===== config.mk =====
export PLATFORM = sky130hd
export DESIGN_NAME = server_registration_keepalive
export DESIGN_NICKNAME = d
export VERILOG_FILES = /design/src/sv/srk_pkg.sv /design/src/sv/srk_cfg.sv /design/src/sv/srk_step.sv /design/src/sv/server_registration_keepalive.sv
export VERILOG_INCLUDE_DIRS = /design/src /design/src/sv
export SDC_FILE = /design/constraint.sdc
export NUM_CORES = 1
export LEC_CHECK = 0
export BUFFER_PORTS_ARGS = -buffer_cell sky130_fd_sc_hd__buf_2
export CAP_MARGIN = 0
export CORE_MARGIN = 4
export CORE_UTILIZATION = 40
export CTS_CLUSTER_SIZE = 40
export DETAILED_ROUTE_END_ITERATION = 7
export PLACE_DENSITY = 0.54
export SYNTH_ARGS = -nofsm -noshare
export SYNTH_HDL_FRONTEND = slang
export SYNTH_SLANG_ARGS = --single-unit
export TNS_END_PERCENT = 10

===== constraint.sdc =====
create_clock -name clk -period 6.6 [get_ports clk]
set_input_delay 1.32 -clock clk [delete_from_list [all_inputs] [get_ports clk]]
set_output_delay 1.32 -clock clk [all_outputs]
set_load 0.02 [all_outputs]

===== src/sv/server_registration_keepalive_macros.svh =====
// Assertion helpers for the registration keepalive block.
// Each macro expects clk and rst_n in scope.
`ifndef SERVER_REGISTRATION_KEEPALIVE_MACROS_SVH
`define SERVER_REGISTRATION_KEEPALIVE_MACROS_SVH

// Same-cycle implication, disabled while in reset
`define SRK_ASSERT_NOW(label, ante, cons) \
    label: assert property (@(posedge clk) disable iff (!rst_n) (ante) |-> (cons)) \
        else $error("srk assertion failed");

// Next-cycle implication, disabled while in reset
`define SRK_ASSERT_NEXT(label, ante, cons) \
    label: assert property (@(posedge clk) disable iff (!rst_n) (ante) |=> (cons)) \
        else $error("srk assertion failed");

`endif


===== src/sv/srk_pkg.sv =====
package srk_pkg;

    // Configuration port
    localparam int CFG_INDEX_W = 3;
    localparam int CFG_DATA_W  = 32;

    localparam logic [CFG_INDEX_W-1:0] CFG_SERVER_ADDR    = 3'd0;
    localparam logic [CFG_INDEX_W-1:0] CFG_SERVER_PORT    = 3'd1;
    localparam logic [CFG_INDEX_W-1:0] CFG_MAX_RETRY      = 3'd2;
    localparam logic [CFG_INDEX_W-1:0] CFG_HB_INTERVAL    = 3'd3;
    localparam logic [CFG_INDEX_W-1:0] CFG_RETRY_INTERVAL = 3'd4;

    // Register reset values
    localparam logic [7:0]  RST_MAX_RETRY      = 8'd3;
    localparam logic [23:0] RST_HB_INTERVAL    = 24'd30000;
    localparam logic [23:0] RST_RETRY_INTERVAL = 24'd3000;
    localparam logic [31:0] RST_HB_LIMIT       = 32'd90000;

    // Protocol constants
    localparam logic [9:0] STATUS_OK = 10'd200;
    localparam logic [7:0] RETRY_SAT = 8'hFF;

    typedef enum logic [1:0] {
        REQ_START   = 2'd0,
        REQ_TICK    = 2'd1,
        REQ_REG_RSP = 2'd2,
        REQ_HB_RSP  = 2'd3
    } req_kind_t;

    typedef enum logic [2:0] {
        PH_IDLE    = 3'd0,
        PH_INIT    = 3'd1,
        PH_WAIT    = 3'd2,
        PH_REG     = 3'd3,
        PH_FAIL    = 3'd4,
        PH_TIMEOUT = 3'd5
    } link_phase_t;

    typedef struct packed {
        logic [31:0] server_addr;
        logic [15:0] server_port;
        logic [7:0]  max_retry;
        logic [23:0] hb_interval;
        logic [23:0] retry_interval;
        logic [31:0] hb_limit;
    } cfg_t;

    typedef struct packed {
        link_phase_t phase;
        logic [7:0]  retry_count;
        logic [31:0] last_request_ms;
        logic [31:0] last_heartbeat_ms;
        logic [31:0] seq;
    } state_t;

    typedef struct packed {
        req_kind_t   kind;
        logic [31:0] now_ms;
        logic [31:0] from_addr;
        logic [15:0] from_port;
        logic [9:0]  ret_code;
        logic        send_accepted;
    } item_t;

    typedef struct packed {
        logic        send_register;
        logic        send_heartbeat;
        logic [31:0] seq;
        link_phase_t phase;
        logic        dropped;
    } result_t;

    localparam state_t STATE_RESET = '{
        phase:             PH_IDLE,
        retry_count:       8'd0,
        last_request_ms:   32'd0,
        last_heartbeat_ms: 32'd0,
        seq:               32'd0
    };

endpackage


===== src/sv/srk_cfg.sv =====
module srk_cfg (
    input  logic                               clk,
    input  logic                               rst_n,
    input  logic                               cfg_we,
    input  logic [srk_pkg::CFG_INDEX_W-1:0]    cfg_index,
    input  logic [srk_pkg::CFG_DATA_W-1:0]     cfg_data,
    output srk_pkg::cfg_t                      cfg
);

    logic [31:0] server_addr_reg,    server_addr_next;
    logic [15:0] server_port_reg,    server_port_next;
    logic [7:0]  max_retry_reg,      max_retry_next;
    logic [23:0] hb_interval_reg,    hb_interval_next;
    logic [23:0] retry_interval_reg, retry_interval_next;
    logic [31:0] hb_limit_reg,       hb_limit_next;

    // Decode the write
    always_comb
    begin
        server_addr_next    = server_addr_reg;
        server_port_next    = server_port_reg;
        max_retry_next      = max_retry_reg;
        hb_interval_next    = hb_interval_reg;
        retry_interval_next = retry_interval_reg;
        if (cfg_we)
        begin
            case (cfg_index)
                srk_pkg::CFG_SERVER_ADDR:    server_addr_next    = cfg_data;
                srk_pkg::CFG_SERVER_PORT:    server_port_next    = cfg_data[15:0];
                srk_pkg::CFG_MAX_RETRY:      max_retry_next      = cfg_data[7:0];
                srk_pkg::CFG_HB_INTERVAL:    hb_interval_next    = cfg_data[23:0];
                srk_pkg::CFG_RETRY_INTERVAL: retry_interval_next = cfg_data[23:0];
                default:                     ;
            endcase
        end
    end

    // Keep the heartbeat timeout limit in step with its two registers;
    // 24 x 8 bits never exceeds 32 bits
    assign hb_limit_next = {8'd0, hb_interval_next} * {24'd0, max_retry_next};

    // Hold the registers
    always_ff @(posedge clk or negedge rst_n)
    begin
        if (!rst_n)
        begin
            server_addr_reg    <= 32'd0;
            server_port_reg    <= 16'd0;
            max_retry_reg      <= srk_pkg::RST_MAX_RETRY;
            hb_interval_reg    <= srk_pkg::RST_HB_INTERVAL;
            retry_interval_reg <= srk_pkg::RST_RETRY_INTERVAL;
            hb_limit_reg       <= srk_pkg::RST_HB_LIMIT;
        end
        else
        begin
            server_addr_reg    <= server_addr_next;
            server_port_reg    <= server_port_next;
            max_retry_reg      <= max_retry_next;
            hb_interval_reg    <= hb_interval_next;
            retry_interval_reg <= retry_interval_next;
            hb_limit_reg       <= hb_limit_next;
        end
    end

    assign cfg = '{
        server_addr:    server_addr_reg,
        server_port:    server_port_reg,
        max_retry:      max_retry_reg,
        hb_interval:    hb_interval_reg,
        retry_interval: retry_interval_reg,
        hb_limit:       hb_limit_reg
    };

endmodule


===== src/sv/srk_step.sv =====
module srk_step (
    input  srk_pkg::state_t   state,
    input  srk_pkg::item_t    item,
    input  srk_pkg::cfg_t     cfg,
    output srk_pkg::state_t   state_next,
    output srk_pkg::result_t  result
);

    logic [31:0] since_request;
    logic [31:0] since_heartbeat;
    logic        retry_due;
    logic        hb_due;
    logic        hb_expired;
    logic        retries_spent;
    logic        sender_ok;
    logic        send_register;
    logic        send_heartbeat;
    logic        dropped;

    // Elapsed times wrap modulo 2^32
    assign since_request   = item.now_ms - state.last_request_ms;
    assign since_heartbeat = item.now_ms - state.last_heartbeat_ms;
    assign retry_due       = since_request > {8'd0, cfg.retry_interval};
    assign hb_due          = since_request > {8'd0, cfg.hb_interval};
    assign hb_expired      = since_heartbeat > cfg.hb_limit;
    assign retries_spent   = state.retry_count > cfg.max_retry;
    assign sender_ok       = (item.from_addr == cfg.server_addr)
                          && (item.from_port == cfg.server_port);

    // Next link state
    always_comb
    begin
        state_next = state;
        case (item.kind)
            srk_pkg::REQ_START:
            begin
                state_next.phase           = srk_pkg::PH_INIT;
                state_next.retry_count     = 8'd0;
                state_next.last_request_ms = 32'd0;
            end
            srk_pkg::REQ_TICK:
            begin
                case (state.phase)
                    srk_pkg::PH_INIT:
                    begin
                        state_next.seq = state.seq + 32'd1;
                        if (item.send_accepted)
                        begin
                            state_next.phase           = srk_pkg::PH_WAIT;
                            state_next.last_request_ms = item.now_ms;
                        end
                        else
                        begin
                            state_next.phase = srk_pkg::PH_FAIL;
                        end
                    end
                    srk_pkg::PH_WAIT:
                    begin
                        if (retry_due && retries_spent)
                        begin
                            state_next.phase = srk_pkg::PH_FAIL;
                        end
                        else if (retry_due)
                        begin
                            if (state.retry_count != srk_pkg::RETRY_SAT)
                            begin
                                state_next.retry_count = state.retry_count + 8'd1;
                            end
                            state_next.seq = state.seq + 32'd1;
                            if (item.send_accepted)
                            begin
                                state_next.last_request_ms = item.now_ms;
                            end
                            else
                            begin
                                state_next.phase = srk_pkg::PH_FAIL;
                            end
                        end
                    end
                    srk_pkg::PH_REG:
                    begin
                        if (hb_due)
                        begin
                            state_next.seq = state.seq + 32'd1;
                            if (item.send_accepted)
                            begin
                                state_next.last_request_ms = item.now_ms;
                            end
                        end
                        if (hb_expired)
                        begin
                            state_next.phase = srk_pkg::PH_TIMEOUT;
                        end
                    end
                    default:
                    begin
                        // idle, failed and timed out ignore ticks
                    end
                endcase
            end
            srk_pkg::REQ_REG_RSP:
            begin
                if (sender_ok && item.ret_code == srk_pkg::STATUS_OK)
                begin
                    state_next.phase             = srk_pkg::PH_REG;
                    state_next.last_heartbeat_ms = item.now_ms;
                end
                else if (sender_ok)
                begin
                    state_next.phase = srk_pkg::PH_FAIL;
                end
            end
            srk_pkg::REQ_HB_RSP:
            begin
                if (sender_ok)
                begin
                    state_next.last_heartbeat_ms = item.now_ms;
                end
            end
            default:
            begin
                state_next = state;
            end
        endcase
    end

    // Request and drop flags
    always_comb
    begin
        send_register  = 1'b0;
        send_heartbeat = 1'b0;
        dropped        = 1'b0;
        case (item.kind)
            srk_pkg::REQ_TICK:
            begin
                send_register  = (state.phase == srk_pkg::PH_INIT)
                              || (state.phase == srk_pkg::PH_WAIT && retry_due
                                  && !retries_spent);
                send_heartbeat = (state.phase == srk_pkg::PH_REG) && hb_due;
            end
            srk_pkg::REQ_REG_RSP, srk_pkg::REQ_HB_RSP:
            begin
                dropped = !sender_ok;
            end
            default:
            begin
                dropped = 1'b0;
            end
        endcase
    end

    assign result = '{
        send_register:  send_register,
        send_heartbeat: send_heartbeat,
        seq:            state_next.seq,
        phase:          state_next.phase,
        dropped:        dropped
    };

endmodule


===== src/sv/server_registration_keepalive.sv =====
// Client-side registration and keepalive supervisor for one server. Each
// item (start, tick, registration response, heartbeat response) produces
// exactly one result item carrying the send flags, the sequence number and
// the link state after that item. One item is taken per clock cycle unless
// out_stall holds the result: an item is registered on input, the link state
// is updated in one pass through the step logic and the result is registered
// on output. The input register also absorbs one item while a result waits
// on out_stall. Configuration writes take effect on the next cycle; the
// heartbeat timeout limit (interval times max_retry) is kept in a register
// next to them.
module server_registration_keepalive (
    input  logic                               clk,
    input  logic                               rst_n,

    input  logic                               cfg_we,
    input  logic [srk_pkg::CFG_INDEX_W-1:0]    cfg_index,
    input  logic [srk_pkg::CFG_DATA_W-1:0]     cfg_data,

    input  logic                               in_valid,
    output logic                               in_stall,
    input  logic [1:0]                         req_type,
    input  logic [31:0]                        now_ms,
    input  logic [31:0]                        from_addr,
    input  logic [15:0]                        from_port,
    input  logic [9:0]                         ret_code,
    input  logic                               send_accepted,

    output logic                               out_valid,
    input  logic                               out_stall,
    output logic                               send_register,
    output logic                               send_heartbeat,
    output logic [31:0]                        seq_out,
    output logic [2:0]                         link_state,
    output logic                               dropped
);

`include "server_registration_keepalive_macros.svh"

    srk_pkg::cfg_t    cfg;
    srk_pkg::state_t  state_reg, state_next;
    srk_pkg::item_t   item_reg, item_next;
    srk_pkg::result_t result_reg, result_next;
    logic             in_valid_reg, in_valid_next;
    logic             out_valid_reg, out_valid_next;
    logic             in_fire;
    logic             advance;

    srk_cfg u_cfg (
        .clk       (clk),
        .rst_n     (rst_n),
        .cfg_we    (cfg_we),
        .cfg_index (cfg_index),
        .cfg_data  (cfg_data),
        .cfg       (cfg)
    );

    srk_step u_step (
        .state      (state_reg),
        .item       (item_reg),
        .cfg        (cfg),
        .state_next (state_next),
        .result     (result_next)
    );

    // Advance the held item when the result slot is free or being taken
    assign advance  = in_valid_reg && (!out_valid_reg || !out_stall);
    assign in_stall = in_valid_reg && !advance;
    assign in_fire  = in_valid && !in_stall;

    // Pack the incoming item
    assign item_next = '{
        kind:          srk_pkg::req_kind_t'(req_type),
        now_ms:        now_ms,
        from_addr:     from_addr,
        from_port:     from_port,
        ret_code:      ret_code,
        send_accepted: send_accepted
    };

    // Stage occupancy
    always_comb
    begin
        in_valid_next  = in_fire || (in_valid_reg && !advance);
        out_valid_next = advance || (out_valid_reg && out_stall);
    end

    // Control and link state
    always_ff @(posedge clk or negedge rst_n)
    begin
        if (!rst_n)
        begin
            in_valid_reg  <= 1'b0;
            out_valid_reg <= 1'b0;
            state_reg     <= srk_pkg::STATE_RESET;
        end
        else
        begin
            in_valid_reg  <= in_valid_next;
            out_valid_reg <= out_valid_next;
            if (advance)
            begin
                state_reg <= state_next;
            end
        end
    end

    // Payload registers
    always_ff @(posedge clk)
    begin
        if (in_fire)
        begin
            item_reg <= item_next;
        end
        if (advance)
        begin
            result_reg <= result_next;
        end
    end

    assign out_valid      = out_valid_reg;
    assign send_register  = result_reg.send_register;
    assign send_heartbeat = result_reg.send_heartbeat;
    assign seq_out        = result_reg.seq;
    assign link_state     = result_reg.phase;
    assign dropped        = result_reg.dropped;

    // Checks
    `SRK_ASSERT_NOW(a_one_request, out_valid_reg,
        !(result_reg.send_register && result_reg.send_heartbeat))
    `SRK_ASSERT_NEXT(a_seq_step, advance,
        state_reg.seq == $past(state_reg.seq)
            + {31'd0, $past(result_next.send_register || result_next.send_heartbeat)})
    `SRK_ASSERT_NOW(a_register_phase, out_valid_reg && result_reg.send_register,
        result_reg.phase == srk_pkg::PH_WAIT || result_reg.phase == srk_pkg::PH_FAIL)
    `SRK_ASSERT_NOW(a_drop_on_response, advance && result_next.dropped,
        item_reg.kind == srk_pkg::REQ_REG_RSP || item_reg.kind == srk_pkg::REQ_HB_RSP)

endmodule

Yosys cells after proc, flatten, opt, wreduce, memory -nomap -nowiden:

Index checks and enable logic that the tools add are counted.

* add/subtract/negate cells: 4
* $mul: 1
* div/mod/pow operators: 0
* $lt $le $gt $ge: 4
* eq/ne operators: 24
* shifts and indexed selects: 0
* multiplexer cells: 28
* bitwise gates (word level): 0
* reductions and logical operators: 31

Operators with widths (count)
* 32-bit two-way mux: 8
* 32-bit one-hot mux with 3 select lines: 2
* 40-bit one-hot mux with 2 select lines: 1
* 32-bit by 24-bit greater-than comparator with 1-bit output: 2
* 32-bit one-hot mux with 2 select lines: 1
* 32-bit subtractor: 2
* 24-bit two-way mux: 2
* 43-bit two-way mux: 1
* 40-bit two-way mux: 1
* 32-bit by 1-bit adder with 32-bit output (second input constant): 1
* 32-bit equality test: 1
* 32-bit greater-than comparator: 1
* 24-bit by 8-bit multiplier with 32-bit output: 1
* 8-bit two-way mux: 4
* 3-bit two-way mux: 6
* 3-bit one-hot mux with 3 select lines: 2
* 16-bit equality test: 1
* 3-bit by 2-bit equality test with 1-bit output (second input constant): 4
* 6-bit AND reduction: 2
* 10-bit by 8-bit equality test with 1-bit output (second input constant): 1
* 1-bit logical AND: 10
* 2-bit by 1-bit != test with 1-bit output (second input constant): 5
* 8-bit by 1-bit adder with 8-bit output (second input constant): 1
* 8-bit greater-than comparator: 1
* other kinds (17): 31

* register bits: 376
* bits in latches: 0
* bits in writable memories: 0
* ROM bits: 0
* input bits: 133
* output and inout port bits: 40
* word-level logic and storage cells: 116
* memories kept: 0

Longest topological paths before layout:

Gate-level depths: netlist of run 1.

* depth in word-level cells: 8
* depth in mapped cells: 29
* depth with buffers taken out: 28

Modules after synthesis:

From an unflattened synthesis of run 1, not the netlist that was laid out.

* cell total of the unflattened synthesis: 2658
* area, all modules: 27774.1 um^2

Modules (own cells, without submodules)
* srk_cfg: times used 1, cells an instance 1024, area an instance 10896.7 um^2, seq. area each 3434.5 um^2
* srk_step: times used 1, cells an instance 1269, area an instance 8787.2 um^2, seq. area each 0.0 um^2
* server_registration_keepalive: times used 1, cells an instance 365, area an instance 8090.3 um^2, seq. area each 6661.4 um^2

Worst setup path before layout of run 1:

OpenSTA, ideal clock, no wires.

* path type: input -> register
* start point: input port cfg_we
* end point: register u_cfg.hb_limit_reg[31]
* setup time: 80 ps
* arrival: 7043 ps
* data required time: 6520 ps
* slack: -523 ps
* cell stages on the path: 27
* buffers on the path: 2
* path through: nor2b_1 > nand2_1 > nor2_1 > clkbuf_1 > a21oi_1 > clkinv_1 > clkbuf_1 > nand2_1 > fa_1 > fa_1 > inv_1 > fa_1 > inv_1 > fa_1 > inv_1 > ha_1 > o21ai_0 > a21o_1 > a221oi_1 > a21oi_1 > o21a_1 > a21oi_1 > nand2_1 > a31oi_1 > nor2_1 > a21oi_1 > xnor2_1

* cells in the longest elaborated chain, start to end: 2
* elaborated cells on any way between the ends: 3
* those cells by class: 1 x mul; 2 x mux

RTL lines
* from (decl): line server_registration_keepalive.sv:15 `input logic cfg_we,`
* 8-bit two-way mux: line srk_cfg.sv:25 `if (cfg_we)`
* via u_cfg.max_retry_next[6]: line srk_cfg.sv:12 `logic [7:0] max_retry_reg, max_retry_next;`
* 24-bit by 8-bit multiplier with 32-bit output: line srk_cfg.sv:40 `assign hb_limit_next = {8'd0, hb_interval_next} * {24'd0, max_retry_next};`
* via u_cfg.hb_limit_next[31]: line srk_cfg.sv:15 `logic [31:0] hb_limit_reg, hb_limit_next;`
* to (signal assigned): line srk_cfg.sv:52 `hb_limit_reg <= srk_pkg::RST_HB_LIMIT;`
* to (signal assigned): line srk_cfg.sv:61 `hb_limit_reg <= hb_limit_next;`
* to (decl): line srk_cfg.sv:15

The timed path passes the listed nets, and every way through them passes these cells.
A chain may end at the register's enable or synchronous reset.

Worst setup path after layout of run 1:

* start point: register item_reg[59] (netlist name)
* end point: register state_reg[92] (netlist name)

* cells in the longest elaborated chain, start to end: 5
* elaborated cells on any way between the ends: 8
* those cells by class: 1 x add/sub; 2 x order compare; 3 x eq/ne; 2 x reduce/logical

RTL lines
* from (decl): line server_registration_keepalive.sv:41 `srk_pkg::item_t item_reg, item_next;`
* from (signal assigned): line server_registration_keepalive.sv:112 `item_reg <= item_next;`
* 32-bit subtractor *: line srk_step.sv:21 `assign since_request = item.now_ms - state.last_request_ms;`
* 32-bit by 24-bit greater-than comparator with 1-bit output: line srk_step.sv:23 `assign retry_due = since_request > {8'd0, cfg.retry_interval};`
* 1-bit logical AND: line srk_step.sv:59 `if (retry_due && retries_spent)`
* 3-bit != test (no line)
* 6-bit AND reduction (no line) *
* to (signal assigned): line server_registration_keepalive.sv:94 `state_reg <= srk_pkg::STATE_RESET;`
* to (signal assigned): line server_registration_keepalive.sv:102 `state_reg <= state_next;`
* to (decl): line server_registration_keepalive.sv:40 `srk_pkg::state_t state_reg, state_next;`

Every way passes the cells marked *; elsewhere a longest branch is shown, timed or not.

==> impl_results.md, run 1 <==
- Root buf cell: clkbuf_16
- Yosys warns: 0
- Final Max Slew Viols: 0
- CTS Sinks: 376
- Max_slew headroom: 0.2536
- Crit share post-route: 0.9484
- Final Cell Area: 30410 sq um
- Maximum vdd drop: between 0.4 and 0.5 mV
- CTS clk-pin slew, worst paths: 0.06 ns
- Via count: 19620
- Synth Register Bits: approximately 380
- Syn_area_per_cell: 10.20 sq um
- Endpoint class of the critical path: flop
- Mapped cell area: roughly 26000 sq um
- CP cell instances: inv_1, ha_1, inv_1, fa_1, a211oi_2, o211ai_2, a21oi_4, a21oi_2, o21a_1, nor2b_1, xnor2_1, ha_1, nand4_1, nor4_2, nand4_1, a21oi_1, a211oi_1, or2_2, and4bb_2, or2_2, a32oi_1, o211ai_4, buf_4, a22o_1
- DR vias/cell: ~5.2
- Worst Setup EP: state_reg[92]
- Cell taking the most area after synthesis: dfrtp_1
- Crit path DAT: 6.72 ns
- Ranking of synthesized cells by area: dfrtp_1 21%, edfxtp_1 15%, fa_1 10%
- Unrepaired setup endpoints after global routing: false
- Share of the synthesized area in the top cell type: 0.2128
- Initial antenna violation count: 3
- Area delta synth->final: 17.55%
- Die W: roughly 260 um
- Crit path required time: 7.06 ns
- Setup violations, final: 0
- Crit path largest cell delay: around 0.45 ns
- Hold Path Class: flop to flop
- Final Skew: 0.03281 ns
- Clock latency on the worst-skew pair: 0.60 ns
- Final hold violations: 0
- Setup WS pre-CTS: -0.3903 ns
- Final wirelength: 74470 um
- IO Pins: roughly 170
- Synth cell types: 86
- Final core utilization: 0.4786
- Worst-path fanout max: 32
- FF-to-FF setup slack: 0.34 ns
- Final nets: 3332
- Height of the die: 262.3 um
- Crit Path Category: flop to flop
- Fill count: approximately 6100
- CP startpoint kind: flop
- Clock Tree Buf Depth: 3
- CTS HTree Levels: 2
- Total Routing Usage GR: 0.2144
- Drt pass-1 iters: 5
- First-pass GRT wire length: 117400 um
- Buffers on Ports: 172
- Initial drt markers: 1097
- Congestion Overflow GR: 0
- R2r worst-path depth: 24
- DR WL/cell: 19.89 um
- CTS buffer count: 45
- Pin count of the biggest net entering global routing: 136
- Power, Total: 15010 uW
- Post-route ant nets: 0
- Post-DP HPWL: between 50000 and 60000 um
- Num rows: 92
- Async set or reset register ratio after synthesis: 0.6516
- CP max stage cell: edfxtp_1
- CP startpoint: item_reg[59]
- Layout Cells excl Fill: ~3700
- Placed instance area: 28890 sq um
- Post-synth top flop: dfrtp_1
- Status: completed
- Crit Reg-Reg Startpoint: item_reg[59]
- Core area: 63540 sq um
- Final setup margin: between 0.3 and 0.4 ns
- Initial Util: 0.4072
- Cells after Synth: 2537
- Post-synth EDFFs: 131
- DRC: 0
- Share of cells above drive strength 1: 0.1995
- Vias in the first global route: 20590
- Placed cells: 3660
- Cell with the most instances after synthesis: inv_1
- RR Endpoint: state_reg[92]
- Fin crit period: 6.260 ns
- Fmax: 159.8 MHz
- Power per Cell Area: between 400 and 500 nW/um^2
- Hold Path Origin: in_valid_reg
- TritonCTS clock tree: yes
- Sequential area share after synthesis: 0.3902
- Least-Margin Pin Slew: ~1.1 ns
- Max reg flops: 107
- RePlAce Congestion: between 0.9 and 1
- Commonest cells in the netlist: 345 x inv_1, 220 x dfrtp_1, 204 x ha_1, 200 x nand2_1, 196 x nor2_1
- Static Leak: 0.01380 uW
- Synth Net Count: 3008
- Die area: slightly below 70000 sq um
- Max Cap Violations: 0
## layer usage
metal	track usage	share of wire
met5	0	0.00017
met4	0.07027	0.034
met3	0.03099	0.044
met2	0.3534	0.47
met1	0.2927	0.45
## kinds of logic after synthesis
group                      share of synthesized area
and+or+nand+nor                               0.1235
AOI/OAI and AO/OA                             0.1140
buffers and inverters                        0.06219
DFF                                           0.3902
adders and majority gates                     0.2024
xor gates and xnor gates                     0.06060
muxes                                        0.04711
## critical path: cells and delay by family, from the launching register on
family	cells	cell delay [ns]
AOI/OAI and AO/OA	10	2.05
xor gates and xnor gates	1	0.17
adders and majority gates	3	1.00
buffers and inverters	3	0.49
DFF	1	0.45
and+or+nand+nor	7	1.94
## cell usage in the layout, fill, tap and decap left out, types with 12 or more instances in the layout
cell,synthesis,routed
inv_1,345,345
dfrtp_1,220,220
ha_1,204,204
nand2_1,200,200
nor2_1,196,195
buf_2,8,171
buf_4,0,164
xnor2_1,153,153
fa_1,134,134
edfxtp_1,131,131
a21oi_1,126,118
o21ai_0,101,101
mux2_2,86,86
nand3_1,60,60
nand4_1,51,51
a21o_1,50,50
clkbuf_16,0,46
nor3_1,40,39
and3_1,34,34
a22o_1,34,34
xor2_1,26,26
dfstp_2,25,25
mux2i_1,25,20
nand2b_1,20,20
o21a_1,19,19
and2_1,16,15
nor2b_1,15,14
a21oi_2,4,12
clkbuf_1,46,12
## metrics by stage
step	hold WS (ns)	setup TNS, ns
3_5_place_dp	0.4757	-3.066
5_1_grt	0.5224	0
6_report	0.4942	0
3_3_place_gp	0.4707	-1.617
4_1_cts	0.4862	0
2_1_floorplan	0.4563	-0.03970
## worst min path at each step
stage / endpoint / slack, ns / cells past startpoint
2_1_floorplan: state_reg[32] / 0.46 / 2
3_3_place_gp: out_valid / 0.47 / 1
3_5_place_dp: out_valid / 0.48 / 1
4_1_cts: out_valid / 0.49 / 1
5_1_grt: state_reg[87] / 0.52 / 1
6_report: out_valid / 0.49 / 1
## report_power, final
group	leakage, uW	internal (uW)	switching, uW
registers	0.00437	2940	248
clock network	0.000716	1430	1050
logic	0.00871	4100	5240
## final cells by class
cell class / count / area [sq um] / share of cell area
inverters: 349 / 1313 / 0.04316
multi-input cells: 1749 / 14290 / 0.4698
well taps: 846 / 1059 / 0.03481
clock inverters: 20 / 217.7 / 0.007159
flip-flops and latches: 376 / 10100 / 0.3320
clock buffers: 63 / 1265 / 0.04159
repair buffers: 340 / 2173 / 0.07146
diodes: 1 / 2.502 / 0.00008228
## timing repair
item	4_1_cts	5_1_grt
hold buffers	0	0
endpoints found under the setup margin	0	63
resized for setup	0	8
setup buffers	0	0
Note: power is estimated with default switching activity, not from simulation.
==> inputs of run 2 (changes only) <==
- PLACE_DENSITY: 0.54 -> 0.56
- clock period: 6.6 -> 5.6 ns (I/O delays scaled with it)
==> run 2 against run 1 <==
Effect of this change:
- the flow now finishes with violations (negative setup slack)
- critical endpoint is now u_cfg.hb_limit_reg[31]
- cell area is 7.8% higher
- largest cell class unchanged
- first-iteration DRC count is 10% higher
- critical path depth is 4 higher
- non-clock buffer count is 187 higher
- highest routed layer is now met4
- largest power group unchanged
- combinational power is 39% higher
- utilization is 3.8 points higher
- worst setup slack worse by 0.66 ns
- via count is 3.4% higher
- hold slack better by 0.0049 ns
- sequential share of layout area is 2.4 points lower
- clock-buffer cell count is 1 lower
==> impl_results.md, run 2 (synthesized netlist as in run 1, its figures left out) <==
- Clock Power Share: 0.146
- Final wirelength: 77750 um
- Final Skew: 0.01659 ns
- CP startpoint: cfg_we
- Crit path required time: 6.07 ns
- RR Endpoint: state_reg[90]
- CTS Sinks: 376
- Max_slew headroom: 0.4085
- Worst Setup EP: u_cfg.hb_limit_reg[31]
- Initial Util: 0.4072
- Drt pass-1 iters: 5
- Fill count: between 5000 and 6000
- Layout Cells excl Fill: 3930
- Crit path DAT: roughly 6.4 ns
- Unrepaired setup endpoints after global routing: true
- Fin crit period: 5.915 ns
- Num rows: 92
- FF-to-FF setup slack: -0.09 ns
- Share of cells above drive strength 1: 0.2835
- IO Pins: 173
- Final hold violations: 0
- Core area: 63540 sq um
- Fmax: roughly 170 MHz
- Placed cells: between 3000 and 4000
- Crit share post-route: 1.056
- Hold_buf cts: 0
- Clock Tree Buf Depth: 3
- Max Cap Violations: 0
- Power per Cell Area: 596.3 nW/um^2
- Pin count of the biggest net entering global routing: 85
- Die area: 68810 sq um
- Die W: 262.3 um
- Final Max Slew Viols: 0
- Initial drt markers: about 1200
- DRC: 0
- Post-route ant nets: 0
- DR vias/cell: 5.160
- Crit Reg-Reg Startpoint: item_reg[59]
- Area of the multi-input gates: 15070 sq um
- R2r worst-path depth: 26
- Register share of total power: 0.191
- Most frequent cells in the layout: 335 x inv_1, 322 x buf_4, 220 x dfrtp_1, 194 x ha_1, 193 x nand2_1
- CTS HTree Levels: 2
- Worst-path fanout max: 8
- First-pass GRT wire length: 121400 um
- Setup violations, final: between 40 and 50
- RePlAce Congestion: 0.9374
- Clock latency on the worst-skew pair: about 0.59 ns
- Storage element area: 10100 sq um
- TritonCTS clock tree: yes
- Commonest non-fill, non-tap cell in the layout: inv_1
- Total negative slack: -4.460 ns
- Sw Ratio: 0.4213
- Static Leak: between 0.01 and 0.015 uW
- Via count: 20280
- CTS buffer count: 44
- Failing checks: negative setup slack
- Area delta synth->final: 26.76%
- Least-Margin Pin Slew: around 0.88 ns
- Gate power share: 0.663
- Final setup margin: -0.3153 ns
- Endpoint class of the critical path: flop
- Buffers on Ports: 172
- Post-DP HPWL: 61020 um
- Switch Pwr: approximately 8200 uW
- DR WL/cell: 19.78 um
- Maximum vdd drop: 0.6497 mV
- CP startpoint kind: primary input
- Total Routing Usage GR: 0.2213
- Status: finished, violations left
- CTS clk-pin slew, worst paths: 0.06 ns
- Height of the die: between 200 and 300 um
- Vias in the first global route: 21200
- Int Pwr: 11320 uW
- Max reg flops: 107
- Final nets: 3518
- Initial antenna violation count: 1
- Root buf cell: clkbuf_16
- Congestion Overflow GR: 0
- Crit Path Category: primary input to flop
- Hold Path Class: primary input to asynchronous set/reset pin
==> run 2: what timing repair did <==
item	CTS	global route
buffers inserted	17	20
gates cloned	4	1
endpoints found under the setup margin	125	119
gates resized for setup	72	114
pin swaps	36	109
==> run 2: metal layers <==
metal | wire (um) | vias to the layer above | track usage
li1 | - | 9684 | -
met1 | 34870 | 10090 | 0.3010
met2 | 37010 | 387 | 0.3691
met3 | 3448 | 121 | 0.03464
met4 | 2417 | 0 | 0.06306
met5 | 0 | - | 0
==> run 2: final cells by class <==
type	count	share of cell area
clock inverters	20	0.006257
flip-flops and latches	376	0.3078
multi-input cells	1749	0.4596
well taps	846	0.03228
diodes	1	0.00007630
clock buffers	62	0.03685
repair buffers	527	0.1165
inverters	349	0.04063
==> run 2: power groups by stage <==
stage / logic [uW] / registers, uW / clock network, uW
final: 13000 / 3740 / 2860
after global routing: 14300 / 3780 / 3040
after CTS: 12200 / 3740 / 2940
after detailed placement: 11600 / 3790 / 0
after global placement: 11400 / 3770 / 0
after floorplan: 6930 / 3690 / 0
==> run 2: critical path: stages <==
cell	delay (ns)
buf_2	0.10
nor2b_4	0.12
nand2_2	0.07
nor2_4	0.07
buf_6	0.14
buf_4	0.14
a21oi_4	0.27
buf_12	0.16
nor2_2	0.04
fa_1	0.52
inv_2	0.04
fa_1	0.49
fa_1	0.50
inv_1	0.05
fa_1	0.55
ha_4	0.22
a21o_1	0.16
a21o_1	0.19
a21oi_4	0.25
o31ai_2	0.10
a21oi_2	0.18
o21a_1	0.18
a21oi_2	0.08
nand2_1	0.12
a31oi_1	0.09
nor2_1	0.20
a21oi_2	0.09
xnor2_1	0.12
==> run 2: worst min-delay path by stage <==
stage,depth (start not counted),endpoint
finish,1,state_reg[42]
global route,1,out_valid
CTS,1,out_valid
detailed placement,1,out_valid
global placement,2,state_reg[32]
floorplan,2,state_reg[32]
==> run 2: metrics by stage <==
stage	utilization	worst slack [ns]	hold WS (ns)	area, sq um	total power [uW]
3_5_place_dp	0.4759	-1.015	0.4835	30240	15400
3_3_place_gp	0.4759	-0.9342	0.4751	30240	15210
6_report	0.5161	-0.3153	0.4991	32800	19560
5_1_grt	0.5161	-0.5079	0.5144	32790	21160
2_1_floorplan	-	-0.5449	0.4563	26150	10620
4_1_cts	0.5072	-0.1958	0.5021	32230	18920
